==> src/rtl/fip_pkg.sv <==
// Types, constants and the descriptor field table of the FIP frame parser.
`timescale 1ns / 1ps
package fip_pkg;

	localparam int HDR_LEN  = 10;
	localparam int WORD_SHIFT = 2;   // 4-byte words

	localparam logic [1:0] KIND_HDR  = 2'd0;
	localparam logic [1:0] KIND_DESC = 2'd1;
	localparam logic [1:0] KIND_STAT = 2'd2;

	localparam logic [2:0] ST_OK        = 3'd0;
	localparam logic [2:0] ST_HDR_SHORT = 3'd1;
	localparam logic [2:0] ST_ZERO_LEN  = 3'd2;
	localparam logic [2:0] ST_OVER_LIST = 3'd3;
	localparam logic [2:0] ST_TRUNC     = 3'd4;

	typedef enum logic [1:0] {
		PH_HEADER = 2'd0,
		PH_DESC   = 2'd1,
		PH_STOP   = 2'd2
	} phase_t;

	typedef struct packed {
		logic [7:0] frame_byte;
		logic       frame_end;
	} in_t;

	typedef struct packed {
		logic [1:0]  record_kind;
		logic [15:0] opcode;
		logic [7:0]  subcode;
		logic [15:0] header_flags;
		logic [15:0] list_words;
		logic [7:0]  desc_code;
		logic [7:0]  desc_words;
		logic [63:0] main_value;
		logic [47:0] aux_wide;
		logic [23:0] aux_narrow;
		logic [2:0]  end_status;
		logic        last_record;
	} out_t;

	// Records caused by one byte: an optional header/descriptor record,
	// then an optional end-of-frame status.
	typedef struct packed {
		logic       push;
		logic       has_rec;
		out_t       rec;
		logic       has_stat;
		logic [2:0] stat;
	} bndl_t;

	// Byte span of a field inside a descriptor: start offset and byte count.
	typedef struct packed {
		logic [5:0] s;
		logic [3:0] n;
	} fspan_t;

	typedef struct packed {
		fspan_t main_f;
		fspan_t aux_f;
		fspan_t nar_f;
	} fmap_t;

	function automatic fmap_t fip_field_map(input logic [3:0] t);
		fmap_t m;
		m = '0;
		unique case (t)
			4'd1:  m.main_f = '{6'd3, 4'd1};
			4'd2:  m.main_f = '{6'd2, 4'd6};
			4'd3:  m.nar_f  = '{6'd5, 4'd3};
			4'd4:  m.main_f = '{6'd4, 4'd8};
			4'd5: begin
				m.main_f = '{6'd8, 4'd8};
				m.aux_f  = '{6'd2, 4'd2};
				m.nar_f  = '{6'd5, 4'd3};
			end
			4'd6:  m.main_f = '{6'd2, 4'd2};
			4'd11: begin
				m.main_f = '{6'd12, 4'd8};
				m.aux_f  = '{6'd2, 4'd6};
				m.nar_f  = '{6'd9, 4'd3};
			end
			4'd12: m.main_f = '{6'd4, 4'd4};
			4'd13: m.main_f = '{6'd4, 4'd8};
			4'd14: m.main_f = '{6'd2, 4'd2};
			4'd15: begin
				m.main_f = '{6'd4, 4'd8};
				m.aux_f  = '{6'd40, 4'd4};
			end
			default: m = '0;
		endcase
		return m;
	endfunction

endpackage

==> src/rtl/fip_parse.sv <==
// Byte-wise header and descriptor parser: parse state and record build.
`timescale 1ns / 1ps
module fip_parse
	import fip_pkg::*;
(
	input  logic  clk,
	input  logic  arst_n,
	input  logic  accept,
	input  in_t   din,
	output bndl_t bndl
);

	localparam logic [3:0] HDR_LAST = 4'(HDR_LEN - 1);

	phase_t      phase_q, phase_d;
	logic [3:0]  hdr_cnt_q, hdr_cnt_d;
	logic [15:0] opcode_q, opcode_d;
	logic [7:0]  subcode_q, subcode_d;
	logic [15:0] flags_q, flags_d;
	logic [3:0]  version_q, version_d;
	logic [17:0] list_left_q, list_left_d;
	logic [9:0]  desc_cnt_q, desc_cnt_d;
	logic [15:0] dhdr_q, dhdr_d;
	logic [63:0] main_q, main_d, main_put;
	logic [47:0] aux_q, aux_d, aux_put;
	logic [23:0] nar_q, nar_d, nar_put;
	logic [2:0]  status_q, status_d;

	logic [7:0]  b;
	logic        fr_end;
	fmap_t       fmap;
	logic        known_type;
	logic [7:0]  sel_m, sel_a, sel_n;
	logic [9:0]  dlen_cur, dlen_new;
	logic        hdr_rec, desc_rec;
	logic [2:0]  stat_code;

	// One-hot byte lane (LSB lane 0) that the byte at offset off lands in.
	function automatic logic [7:0] lane_sel(input fspan_t f, input logic [9:0] off);
		logic [10:0] last;
		logic [10:0] pos;
		lane_sel = '0;
		last = 11'(f.s) + 11'(f.n) - 11'd1;
		pos  = last - {1'b0, off};
		if (f.n != 4'd0 && {1'b0, off} >= 11'(f.s) && {1'b0, off} <= last) begin
			lane_sel[pos[2:0]] = 1'b1;
		end
	endfunction

	assign b      = din.frame_byte;
	assign fr_end = din.frame_end;

	assign fmap       = fip_field_map(dhdr_q[11:8]);
	assign known_type = (dhdr_q[15:12] == 4'd0);
	assign sel_m      = lane_sel(fmap.main_f, desc_cnt_q);
	assign sel_a      = lane_sel(fmap.aux_f, desc_cnt_q);
	assign sel_n      = lane_sel(fmap.nar_f, desc_cnt_q);
	assign dlen_cur   = {dhdr_q[7:0], 2'b00};
	assign dlen_new   = {b, 2'b00};

	always_comb begin
		main_put = main_q;
		aux_put  = aux_q;
		nar_put  = nar_q;
		for (int k = 0; k < 8; k++) begin
			if (known_type && sel_m[k]) begin
				main_put[8*k +: 8] = main_q[8*k +: 8] | b;
			end
		end
		for (int k = 0; k < 6; k++) begin
			if (known_type && sel_a[k]) begin
				aux_put[8*k +: 8] = aux_q[8*k +: 8] | b;
			end
		end
		for (int k = 0; k < 3; k++) begin
			if (known_type && sel_n[k]) begin
				nar_put[8*k +: 8] = nar_q[8*k +: 8] | b;
			end
		end
	end

	always_comb begin
		phase_d     = phase_q;
		hdr_cnt_d   = hdr_cnt_q;
		opcode_d    = opcode_q;
		subcode_d   = subcode_q;
		flags_d     = flags_q;
		version_d   = version_q;
		list_left_d = list_left_q;
		desc_cnt_d  = desc_cnt_q;
		dhdr_d      = dhdr_q;
		main_d      = main_q;
		aux_d       = aux_q;
		nar_d       = nar_q;
		status_d    = status_q;
		hdr_rec     = 1'b0;
		desc_rec    = 1'b0;
		stat_code   = ST_OK;
		bndl        = '0;

		unique case (phase_q)
			PH_HEADER: begin
				case (hdr_cnt_q)
					4'd0: version_d = b[7:4];
					4'd2: opcode_d = {b, 8'h00};
					4'd3: opcode_d = {opcode_q[15:8], b};
					4'd5: subcode_d = b;
					4'd6: list_left_d = {b, 10'd0};
					4'd7: list_left_d = list_left_q | {8'd0, b, 2'b00};
					4'd8: flags_d = {b, 8'h00};
					4'd9: flags_d = {flags_q[15:8], b};
					default: ;
				endcase
				hdr_cnt_d = hdr_cnt_q + 4'd1;
				if (hdr_cnt_q == HDR_LAST) begin
					hdr_rec    = 1'b1;
					hdr_cnt_d  = '0;
					desc_cnt_d = '0;
					main_d     = '0;
					aux_d      = '0;
					nar_d      = '0;
					if (list_left_d == '0) begin
						phase_d  = PH_STOP;
						status_d = ST_OK;
					end else begin
						phase_d = PH_DESC;
					end
				end
			end
			PH_DESC: begin
				if (desc_cnt_q == 10'd0) begin
					dhdr_d     = {b, 8'h00};
					desc_cnt_d = 10'd1;
				end else if (desc_cnt_q == 10'd1) begin
					dhdr_d = {dhdr_q[15:8], b};
					if (b == 8'd0) begin
						phase_d  = PH_STOP;
						status_d = ST_ZERO_LEN;
					end else if ({8'd0, dlen_new} > list_left_q) begin
						phase_d  = PH_STOP;
						status_d = ST_OVER_LIST;
					end else begin
						desc_cnt_d = 10'd2;
					end
				end else begin
					main_d     = main_put;
					aux_d      = aux_put;
					nar_d      = nar_put;
					desc_cnt_d = desc_cnt_q + 10'd1;
					if ({1'b0, desc_cnt_q} + 11'd1 >= {1'b0, dlen_cur}) begin
						desc_rec    = 1'b1;
						list_left_d = list_left_q - {8'd0, dlen_cur};
						desc_cnt_d  = '0;
						main_d      = '0;
						aux_d       = '0;
						nar_d       = '0;
						if (list_left_d == '0) begin
							phase_d  = PH_STOP;
							status_d = ST_OK;
						end
					end
				end
			end
			default: ;   // stopped: bytes ignored until frame end
		endcase

		// record content, from the values after this byte
		bndl.has_rec = hdr_rec | desc_rec;
		if (hdr_rec) begin
			bndl.rec.record_kind  = KIND_HDR;
			bndl.rec.opcode       = opcode_d;
			bndl.rec.subcode      = subcode_d;
			bndl.rec.header_flags = flags_d;
			bndl.rec.list_words   = list_left_d[17:WORD_SHIFT];
			bndl.rec.aux_narrow   = {20'd0, version_d};
		end else begin
			bndl.rec.record_kind  = KIND_DESC;
			bndl.rec.desc_code    = dhdr_q[15:8];
			bndl.rec.desc_words   = dhdr_q[7:0];
			bndl.rec.main_value   = main_put;
			bndl.rec.aux_wide     = aux_put;
			bndl.rec.aux_narrow   = nar_put;
		end
		bndl.rec.last_record = ~fr_end;

		if (fr_end) begin
			unique case (phase_d)
				PH_HEADER: stat_code = ST_HDR_SHORT;
				PH_DESC:   stat_code = ST_TRUNC;
				default:   stat_code = status_d;
			endcase
			phase_d     = PH_HEADER;
			hdr_cnt_d   = '0;
			opcode_d    = '0;
			subcode_d   = '0;
			flags_d     = '0;
			version_d   = '0;
			list_left_d = '0;
			desc_cnt_d  = '0;
			dhdr_d      = '0;
			main_d      = '0;
			aux_d       = '0;
			nar_d       = '0;
			status_d    = '0;
		end
		bndl.has_stat = fr_end;
		bndl.stat     = stat_code;
		bndl.push     = accept & (hdr_rec | desc_rec | fr_end);
	end

	always_ff @(posedge clk or negedge arst_n) begin
		if (!arst_n) begin
			phase_q     <= PH_HEADER;
			hdr_cnt_q   <= '0;
			opcode_q    <= '0;
			subcode_q   <= '0;
			flags_q     <= '0;
			version_q   <= '0;
			list_left_q <= '0;
			desc_cnt_q  <= '0;
			dhdr_q      <= '0;
			main_q      <= '0;
			aux_q       <= '0;
			nar_q       <= '0;
			status_q    <= '0;
		end else if (accept) begin
			phase_q     <= phase_d;
			hdr_cnt_q   <= hdr_cnt_d;
			opcode_q    <= opcode_d;
			subcode_q   <= subcode_d;
			flags_q     <= flags_d;
			version_q   <= version_d;
			list_left_q <= list_left_d;
			desc_cnt_q  <= desc_cnt_d;
			dhdr_q      <= dhdr_d;
			main_q      <= main_d;
			aux_q       <= aux_d;
			nar_q       <= nar_d;
			status_q    <= status_d;
		end
	end

endmodule

==> src/rtl/fip_outq.sv <==
// Two-entry record queue; splits a two-record bundle into two transfers.
`timescale 1ns / 1ps
module fip_outq
	import fip_pkg::*;
(
	input  logic  clk,
	input  logic  arst_n,
	input  bndl_t bndl,
	output logic  full,
	output logic  rec_valid,
	input  logic  rec_stall,
	output out_t  rec_data
);

	localparam int DEPTH = 2;

	bndl_t       ent_q [DEPTH];
	logic        wr_q, rd_q;
	logic [1:0]  cnt_q;
	logic        half_q;

	bndl_t       head;
	logic        show_rec;
	logic        xfer, pop;
	out_t        stat_rec;

	assign head     = ent_q[rd_q];
	assign show_rec = head.has_rec & ~half_q;
	assign full     = (cnt_q == 2'(DEPTH));

	assign rec_valid = (cnt_q != 2'd0);
	assign xfer      = rec_valid & ~rec_stall;
	assign pop       = xfer & ~(show_rec & head.has_stat);

	always_comb begin
		stat_rec             = '0;
		stat_rec.record_kind = KIND_STAT;
		stat_rec.end_status  = head.stat;
		stat_rec.last_record = 1'b1;
		rec_data             = show_rec ? head.rec : stat_rec;
	end

	always_ff @(posedge clk) begin
		if (bndl.push) begin
			ent_q[wr_q] <= bndl;
		end
	end

	always_ff @(posedge clk or negedge arst_n) begin
		if (!arst_n) begin
			wr_q   <= 1'b0;
			rd_q   <= 1'b0;
			cnt_q  <= '0;
			half_q <= 1'b0;
		end else begin
			if (bndl.push) begin
				wr_q <= ~wr_q;
			end
			if (pop) begin
				rd_q   <= ~rd_q;
				half_q <= 1'b0;
			end else if (xfer) begin
				half_q <= 1'b1;
			end
			cnt_q <= cnt_q + {1'b0, bndl.push} - {1'b0, pop};
		end
	end

endmodule

==> src/rtl/fip_frame_parser_core.sv <==
// FIP frame parser: top level.
// Usage:
//  - Input channel byte_*: one frame byte per transfer, network order;
//    frame_end marks the frame's last byte.
//  - Output channel rec_*: one record per transfer: header record after the
//    10th header byte, one descriptor record per complete descriptor, and an
//    end-of-frame status record after the frame_end byte.
//  - Latency: a byte's first record is offered the cycle after its transfer
//    when the queue is empty.
//  - Throughput: one byte per cycle. A byte that causes two records (last
//    header byte, or last byte of a descriptor, that is also frame_end) holds
//    the output for two record transfers; with bytes back to back this fills
//    the queue and byte_stall is high for one cycle.
//  - byte_stall comes straight from the queue fill flag, so it never depends
//    combinationally on rec_stall.
//  - When the receiver stalls, the record on rec_data holds; bytes keep
//    flowing until both queue entries are taken.
//  - Reset clears the parse state to the start of a frame header and
//    empties the queue; no clearing pass is needed.
`timescale 1ns / 1ps
module fip_frame_parser_core
	import fip_pkg::*;
(
	input  logic clk,
	input  logic arst_n,
	input  logic byte_valid,
	output logic byte_stall,
	input  in_t  byte_data,
	output logic rec_valid,
	input  logic rec_stall,
	output out_t rec_data
);

	logic  accept;
	bndl_t bndl;
	logic  q_full;

	// byte transfer
	assign accept     = byte_valid & ~q_full;
	assign byte_stall = q_full;

	// parse state registers and record build
	fip_parse u_parse (
		.clk    (clk),
		.arst_n (arst_n),
		.accept (accept),
		.din    (byte_data),
		.bndl   (bndl)
	);

	// record queue; its head entry drives the record output
	fip_outq u_outq (
		.clk       (clk),
		.arst_n    (arst_n),
		.bndl      (bndl),
		.full      (q_full),
		.rec_valid (rec_valid),
		.rec_stall (rec_stall),
		.rec_data  (rec_data)
	);

endmodule

==> config.mk <==
export PLATFORM = sky130hd
export DESIGN_NAME = fip_frame_parser_core
export DESIGN_NICKNAME = d
export VERILOG_FILES = /design/src/rtl/fip_pkg.sv /design/src/rtl/fip_parse.sv /design/src/rtl/fip_outq.sv /design/src/rtl/fip_frame_parser_core.sv
export SDC_FILE = /design/constraint.sdc
export NUM_CORES = 1
export LEC_CHECK = 0
export ABC_AREA = 1
export BUFFER_PORTS_ARGS = -buffer_cell sky130_fd_sc_hd__buf_2
export CORE_ASPECT_RATIO = 0.5
export CORE_MARGIN = 2
export CORE_UTILIZATION = 60
export DETAILED_ROUTE_END_ITERATION = 10
export GPL_ROUTABILITY_DRIVEN = 0
export PLACE_DENSITY = 0.82
export SYNTH_ARGS = -nofsm -noshare
export SYNTH_HDL_FRONTEND = slang
export SYNTH_HIERARCHICAL = 1
export SYNTH_SLANG_ARGS = --single-unit
==> constraint.sdc <==
create_clock -name clk -period 17.76 [get_ports clk]
set_input_delay 3.552 -clock clk [delete_from_list [all_inputs] [get_ports clk]]
set_output_delay 3.552 -clock clk [all_outputs]
set_load 0.01 [all_outputs]
==> metrics.csv, run 1 <==
stage;metric;value;unit
routing;vias;24600;
cells_and_area;final_nets;3491;
die;io-pin-count;229;
yosys;synth-xor-area-share;0.00490;
grt;grt_use_total;0.286;
grt;antenna_found_initial;5;
sta;finClkSkew;0.0245;ns
cells_and_area;final_cells;4140;
yosys;netlist_area;32100;um^2
cts;htree_num_levels;2;
setup_path;worstPathArrival;4.09;ns
die;fp.dieW;331;um
die;dieHeight;168;um
cts;cts_max_path_buffers;3;
cts;clk_latency;0.60;ns
sta;slew_headroom;0.116;
die;dieArea;55600;um^2
run;drv_cap;0;
worst_hold_path;hp-class;reg2reg;
yosys;yosysWarnings;6;
die;core_area;52400;um^2
yosys;synth_compound_area_frac;0.141;
yosys;synth_fa_ha_area_frac;0.0341;
cts;cts.root.buffer_cell;clkbuf_16;
sta;worst_pin_slew;1.32;ns
cells_and_area;drive_gt1_frac;0.173;
routing;post_drt_wl_per_cell;19.5;um
placed_design;portBuffers;228;
cts;cts_resized;0;
cells_and_area;syn_to_final_growth;9.31;%
grt;grt_pass1_wl;126000;um
cts;cts_tree;yes;
power_and_ir_drop;ir_worst_vdd;0.106;mV
yosys;syn_avg_cell_area;9.85;um^2
routing;vias_per_cell;5.94;
sta;rsz0062_at_grt;no;
yosys;async_flop_share;0.344;
cts;cts.sinks;668;
yosys;synth-edff-count;438;
setup_path;endpoint_kind;primary output;
grt;grt_max_degree;120;
sta;setup_tns;0;ns
routing;wirelength;80600;um
sta;max_freq;131;MHz
grt;grt.overflow.total;0;
die;rows;59;
yosys;synthSimpleGateAreaFrac;0.174;
yosys;ys_types;55;
cts;clk_pin_slew;0.06;ns
setup_path;startpoint_type;register;
placed_design;detailed_place_hpwl;51400;um
yosys;seq_area_frac_synth;0.588;
sta;setup_violations;0;
setup_path;cp_max_fo;119;
cells_and_area;fill_cells;3794;
setup_path;critPathKind;reg2out;
cts;postCtsSetupRepairBufs;0;
yosys;synth_area_leader_cell;edfxtp_1;
setup_path;required;14.21;ns
cts;cts-hold-fix-buffers;0;
yosys;synth_ff_type;edfxtp_1;
sta;final.min_clock_period;7.64;ns
sta;final_hold_viol_count;0;
yosys;synth.area.top_cells;edfxtp_1, dfrtp_1, nand2_1;
power_and_ir_drop;p_total;0.00444;W
sta;slew_viol_final;0;
routing;antenna_left;0;
outcome;status;finished clean;
yosys;synth_top_family_by_area;simple AND/OR/NAND/NOR gates;
cts;cts-buffers-inserted;56;
die;initial_core_util;0.613;
sta;period_share;0.430;
power_and_ir_drop;power_density;126;nW/um^2
power_and_ir_drop;p_leak;15.0;nW
yosys;syn-instance-count;3263;
yosys;ys_ff_latch;668;
yosys;synth_top_area_frac;0.409;
grt;grt_pass1_vias;23600;
routing;drcViolationCount;0;
routing;drtIter0Drc;3132;
yosys;synth.mux.area_fraction;0.00218;
placed_design;dpl.cell_count;4034;
routing;drt-pass1-iter-count;6;
## layout by cell type, fill, tap and decap left out, drive strengths merged, types with 22 or more instances in the layout
master	n
o21ai	101
clkbuf	75
nor2	554
edfxtp	438
clkinv	30
buf	250
nand3	85
dfrtp	230
inv	224
ha	86
nand2	695
o22ai	71
a31oi	22
a21oi	461
## final cells by class
class	instances	area [um^2]	area share
Antenna cell	2	5.00	0.000142
Clock buffer	75	1490	0.0425
Clock inverter	29	180	0.00513
Inverter	227	872	0.0248
Multi-Input combinational cell	2188	11500	0.327
Sequential cell	668	18900	0.538
Tap cell	701	877	0.0250
Timing Repair Buffer	250	1320	0.0375
## synth_stat cells (all sizes together), types with 2 or more instances
library cell,instances
a211oi,4
a21boi,2
a21oi,461
a31oi,22
buf,94
clkbuf,89
clkinv,3
dfrtp,230
edfxtp,438
ha,86
inv,224
mux2i,7
nand2,695
nand3,85
nand3b,5
nand4,10
nor2,554
nor3,12
nor4,4
o211ai,12
o21ai,101
o21bai,4
o221ai,6
o22ai,71
o31ai,5
o41ai,2
or2,9
xnor2,3
xor2,15
## routing by layer
| layer | up-vias | global-route usage | part of all wire |
|---|---|---|---|
| met5 | - | 0 | 0.00016 |
| met3 | 203 | 0.0410 | 0.078 |
| met4 | 2 | 0.0987 | 0.032 |
| met2 | 1162 | 0.482 | 0.49 |
| li1 | 11300 | - | - |
| met1 | 12000 | 0.384 | 0.40 |
## logic make-up after synthesis
family | after synthesis
muxes | 7
and+or+nand+nor | 1377
AOI/OAI and AO/OA | 695
other | 1
adders and majority gates | 87
buffers and inverters | 410
xor gates and xnor gates | 18
DFF | 668
## worst paths after layout
| kind | startpoint | to | slack (ns) | depth (start not counted) |
|---|---|---|---|---|
| max in group asynchronous | arst_n | u_outq/rd_q$_DFFE_PN0P_ | 13.21 | 2 |
| min reg2reg | u_parse/dhdr_q[12]$_DFFE_PN0P_ | u_parse/dhdr_q[12]$_DFFE_PN0P_ | 0.49 | 2 |
| min | u_parse/dhdr_q[12]$_DFFE_PN0P_ | u_parse/dhdr_q[12]$_DFFE_PN0P_ | 0.49 | 2 |
| min in group asynchronous | arst_n | u_parse/main_q[17]$_DFFE_PN0P_ | 2.96 | 1 |
| max reg2reg | u_parse/desc_cnt_q[0]$_DFFE_PN0P_ | u_outq/ent_q[0][95]$_DFFE_PP_ | 10.56 | 21 |
| max | u_outq/rd_q$_DFFE_PN0P_ | rec_data[33] | 10.12 | 5 |
## registers in the layout, summed over array words and instances, names as in the netlist, 4 cells and up
| name | cells |
|---|---|
| u_parse/subcode_q | 8 |
| u_parse/main_q | 64 |
| u_parse/opcode_q | 16 |
| u_outq/ent_q | 438 |
| u_parse/dhdr_q | 16 |
| u_parse/list_left_q | 18 |
| u_parse/flags_q | 8 |
| u_parse/desc_cnt_q | 10 |
| u_parse/hdr_cnt_q | 4 |
| u_parse/version_q | 4 |
| u_parse/nar_q | 24 |
| u_parse/aux_q | 48 |
## per-stage QoR
| stage | worst slack (ns) | hold slack, ns | instance area (um^2) | util |
|---|---|---|---|---|
| after floorplan | 3.24 | 0.453 | 32200 | - |
| after global placement | 10.22 | 0.473 | 33500 | 0.638 |
| after detailed placement | 10.24 | 0.478 | 33500 | 0.638 |
| after CTS | 10.17 | 0.493 | 35100 | 0.670 |
| after global routing | 9.94 | 0.515 | 35100 | 0.670 |
| final | 10.12 | 0.495 | 35100 | 0.670 |
## worst max-delay path, cell delays in order (launching register included)
cell     delay (ns)
dfrtp_4        0.87
inv_6          0.84
buf_4          0.96
nand2_1        0.12
a21oi_1        0.35
buf_2          0.21
## where the power goes
group | internal [W] | leakage (nW) | switching (W)
combinational | 0.000386 | 6.83 | 0.000990
clock | 0.000606 | 0.820 | 0.000552
sequential | 0.00183 | 7.32 | 0.0000829
total | 0.00282 | 15.0 | 0.00162
(Power assumes the default switching activity.)
==> run 2, diff against run 1 <==
Settings changed: CORE_UTILIZATION 60 to 55, PLACE_DENSITY 0.82 to 0.8.
Clock period 17.76 ns to 6.76 ns, I/O delays scaled along.
==> run 2 against run 1 <==
  * Core utilization is 5.1 points lower
  * Setup slack worse by 8.8 ns
  * Critical endpoint is now u_outq/ent_q[1][162]$_DFFE_PP_
  * Sequential cell count stayed put
  * Clock power grew to 3.0 times the previous value
  * Largest power group unchanged
  * Clock skew is 0.0051 ns higher
  * Combinational power grew to 2.7 times the previous value
  * Critical path depth is 16 higher
  * Critical path type is now reg2reg
==> metrics.csv, run 2 (synthesis gave the netlist of run 1 again) <==
stage;metric;value;unit
outcome;status;finished clean;
setup_path;reg2reg_from;u_parse/desc_cnt_q[1]$_DFFE_PN0P_;
power_and_ir_drop;p_int;0.00783;W
cells_and_area;syn_to_final_growth;11.0;%
cts;htree_num_levels;2;
power_and_ir_drop;ir_worst_vdd;0.250;mV
sta;final_hold_viol_count;0;
cts;cts-buffers-inserted;58;
routing;vias;24900;
cells_and_area;layout_commonest_cell;nand2_1;
setup_path;startpoint;u_parse/desc_cnt_q[1]$_DFFE_PN0P_;
cts;cts.root.buffer_cell;clkbuf_16;
die;dieHeight;175;um
die;io-pin-count;229;
power_and_ir_drop;p_leak;15.2;nW
power_and_ir_drop;sw_frac_of_total;0.360;
die;core_area;57600;um^2
setup_path;required;6.97;ns
cells_and_area;diodes;0;
power_and_ir_drop;comb_power_share;0.309;
cells_and_area;largestRegisters;u_outq/ent_q x438, u_parse/main_q x64, u_parse/aux_q x48;
sta;period_share;0.801;
sta;finClkSkew;0.0295;ns
routing;drtIter0Drc;3265;
setup_path;critPathKind;reg2reg;
grt;grt_pass1_vias;24100;
routing;drt-pass1-iter-count;6;
cells_and_area;final_cell_mix;nand2_1, nor2_1, edfxtp_1, a21oi_1, dfrtp_1;
cells_and_area;regMostFlops;u_outq/ent_q;
setup_path;endpoint_kind;register;
setup_path;cp_max_fo;142;
sta;worst_pin_slew;1.33;ns
setup_path;startpoint_type;register;
grt;grt.overflow.total;0;
sta;rsz0062_at_grt;no;
die;initial_core_util;0.558;
cts;clk_latency;0.62;ns
worst_hold_path;hold-path-endpoint;u_parse/dhdr_q[12]$_DFFE_PN0P_;
worst_hold_path;hold_depth;2;
setup_path;rr_worst_depth;21;
die;dieArea;60500;um^2
sta;final.min_clock_period;5.42;ns
cts;cts_resized;0;
worst_hold_path;min_from;u_parse/dhdr_q[12]$_DFFE_PN0P_;
routing;antenna_left;0;
power_and_ir_drop;p_seq_frac;0.407;
setup_path;max_stage_delay;0.68;ns
setup_path;rrSetupSlack;1.34;ns
sta;setup_tns;0;ns
power_and_ir_drop;p_switching;0.00440;W
routing;drcViolationCount;0;
run;drv_cap;0;
sta;slew_viol_final;0;
worst_hold_path;hp-class;reg2reg;
placed_design;detailed_place_hpwl;51800;um
die;rows;62;
setup_path;path_cells;inv_1, nor3_1, nand3_1, nor2_1, nand2_1, nor2_1, o21ai_0, o21ai_0, inv_1, ha_1, nand3_1, nand3_1, inv_1, nand2_1, nand3_1, o21ai_0, o21ai_0, inv_1, nand2_1, clkinvlp_4, buf_12;
cts;cts_tree;yes;
power_and_ir_drop;power_frac_clock;0.284;
routing;vias_per_cell;5.90;
grt;antenna_found_initial;1;
grt;grt_use_total;0.276;
routing;wirelength;84800;um
placed_design;portBuffers;228;
power_and_ir_drop;power_density;343;nW/um^2
sta;slew_headroom;0.113;
die;fp.dieW;346;um
cells_and_area;final_nets;3500;
cts;cts_max_path_buffers;3;
setup_path;path_buf_inv;6;
cells_and_area;largest_register_ffs;438;
cells_and_area;final_core_util;0.620;
sta;max_freq;185;MHz
grt;grt_pass1_wl;132000;um
setup_path;critical_path.slowest_cell;nand3_1;
routing;post_drt_wl_per_cell;20.1;um
setup_path;rr_endpoint;u_outq/ent_q[1][162]$_DFFE_PP_;
sta;setup_violations;0;
cts;cts-hold-fix-buffers;0;
cells_and_area;drive_gt1_frac;0.177;
cts;clk_pin_slew;0.06;ns
setup_path;worstPathArrival;5.63;ns
setup_path;critPathTopFamily;simple AND/OR/NAND/NOR gates;
sta;hold-worst-slack;0.495;ns
grt;grt_max_degree;155;
cts;cts.sinks;668;
cts;postCtsSetupRepairBufs;0;
run 2: cell types whose count changed in the layout (fill, tap and decap cells not counted), sizes merged:
cell	before	now
inv	224	223
diode	2	0
bufinv	1	8
clkinvlp	1	2
clkinv	30	21
clkbuf	75	81
buf	250	257
run 2: worst min-delay path, stage by stage, from the launching register on:
cell and delay [ns]:
dfrtp_1 0.34, nand2_1 0.05, o21ai_0 0.06
run 2: stage by stage:
| step | cell area (um^2) | power, W | setup WS, ns | std cells |
|---|---|---|---|---|
| floorplan | 32200 | 0.00759 | 0.0759 | 3266 |
| global placement | 33700 | 0.00873 | 1.71 | 4108 |
| detailed placement | 33700 | 0.00879 | 1.47 | 4108 |
| CTS | 35700 | 0.0122 | 1.46 | 4216 |
| global route | 35700 | 0.0128 | 0.956 | 4216 |
| finish | 35700 | 0.0122 | 1.34 | 4216 |
run 2: power groups by stage:
stage | Combinational (W) | Sequential, W | Clock (W)
final | 0.00378 | 0.00498 | 0.00348
after global routing | 0.00410 | 0.00501 | 0.00367
after CTS | 0.00376 | 0.00498 | 0.00350
after detailed placement | 0.00374 | 0.00506 | 0
after global placement | 0.00369 | 0.00504 | 0
after floorplan | 0.00258 | 0.00501 | 0
run 2: area by class of cell:
class / count / area (um^2)
clock buffer: 81 / 1630
clock inverter: 27 / 355
fill: 4439 / 21900
inverter: 227 / 868
multi-input combinational: 2188 / 11500
sequential: 668 / 18900
tap: 768 / 961
timing repair buffer: 257 / 1470
run 2: worst max path at each step:
stage	end	slack, ns	cells past startpoint
2_1_floorplan	u_outq/ent_q[1][0]$_DFFE_PP_	0.08	21
3_3_place_gp	u_outq/ent_q[0][102]$_DFFE_PP_	1.71	21
3_5_place_dp	u_outq/ent_q[0][94]$_DFFE_PP_	1.47	20
4_1_cts	u_outq/ent_q[0][105]$_DFFE_PP_	1.46	20
5_1_grt	u_outq/ent_q[0][44]$_DFFE_PP_	0.96	21
6_report	u_outq/ent_q[1][162]$_DFFE_PP_	1.34	21
run 2: metal layers:
| metal | global-route usage | share of wire | vias to the layer above |
|---|---|---|---|
| met3 | 0.0378 | 0.085 | 243 |
| met4 | 0.123 | 0.045 | 0 |
| met2 | 0.452 | 0.48 | 1315 |
| met1 | 0.372 | 0.39 | 12000 |
| met5 | 0 | 0 | - |
| li1 | - | - | 11300 |
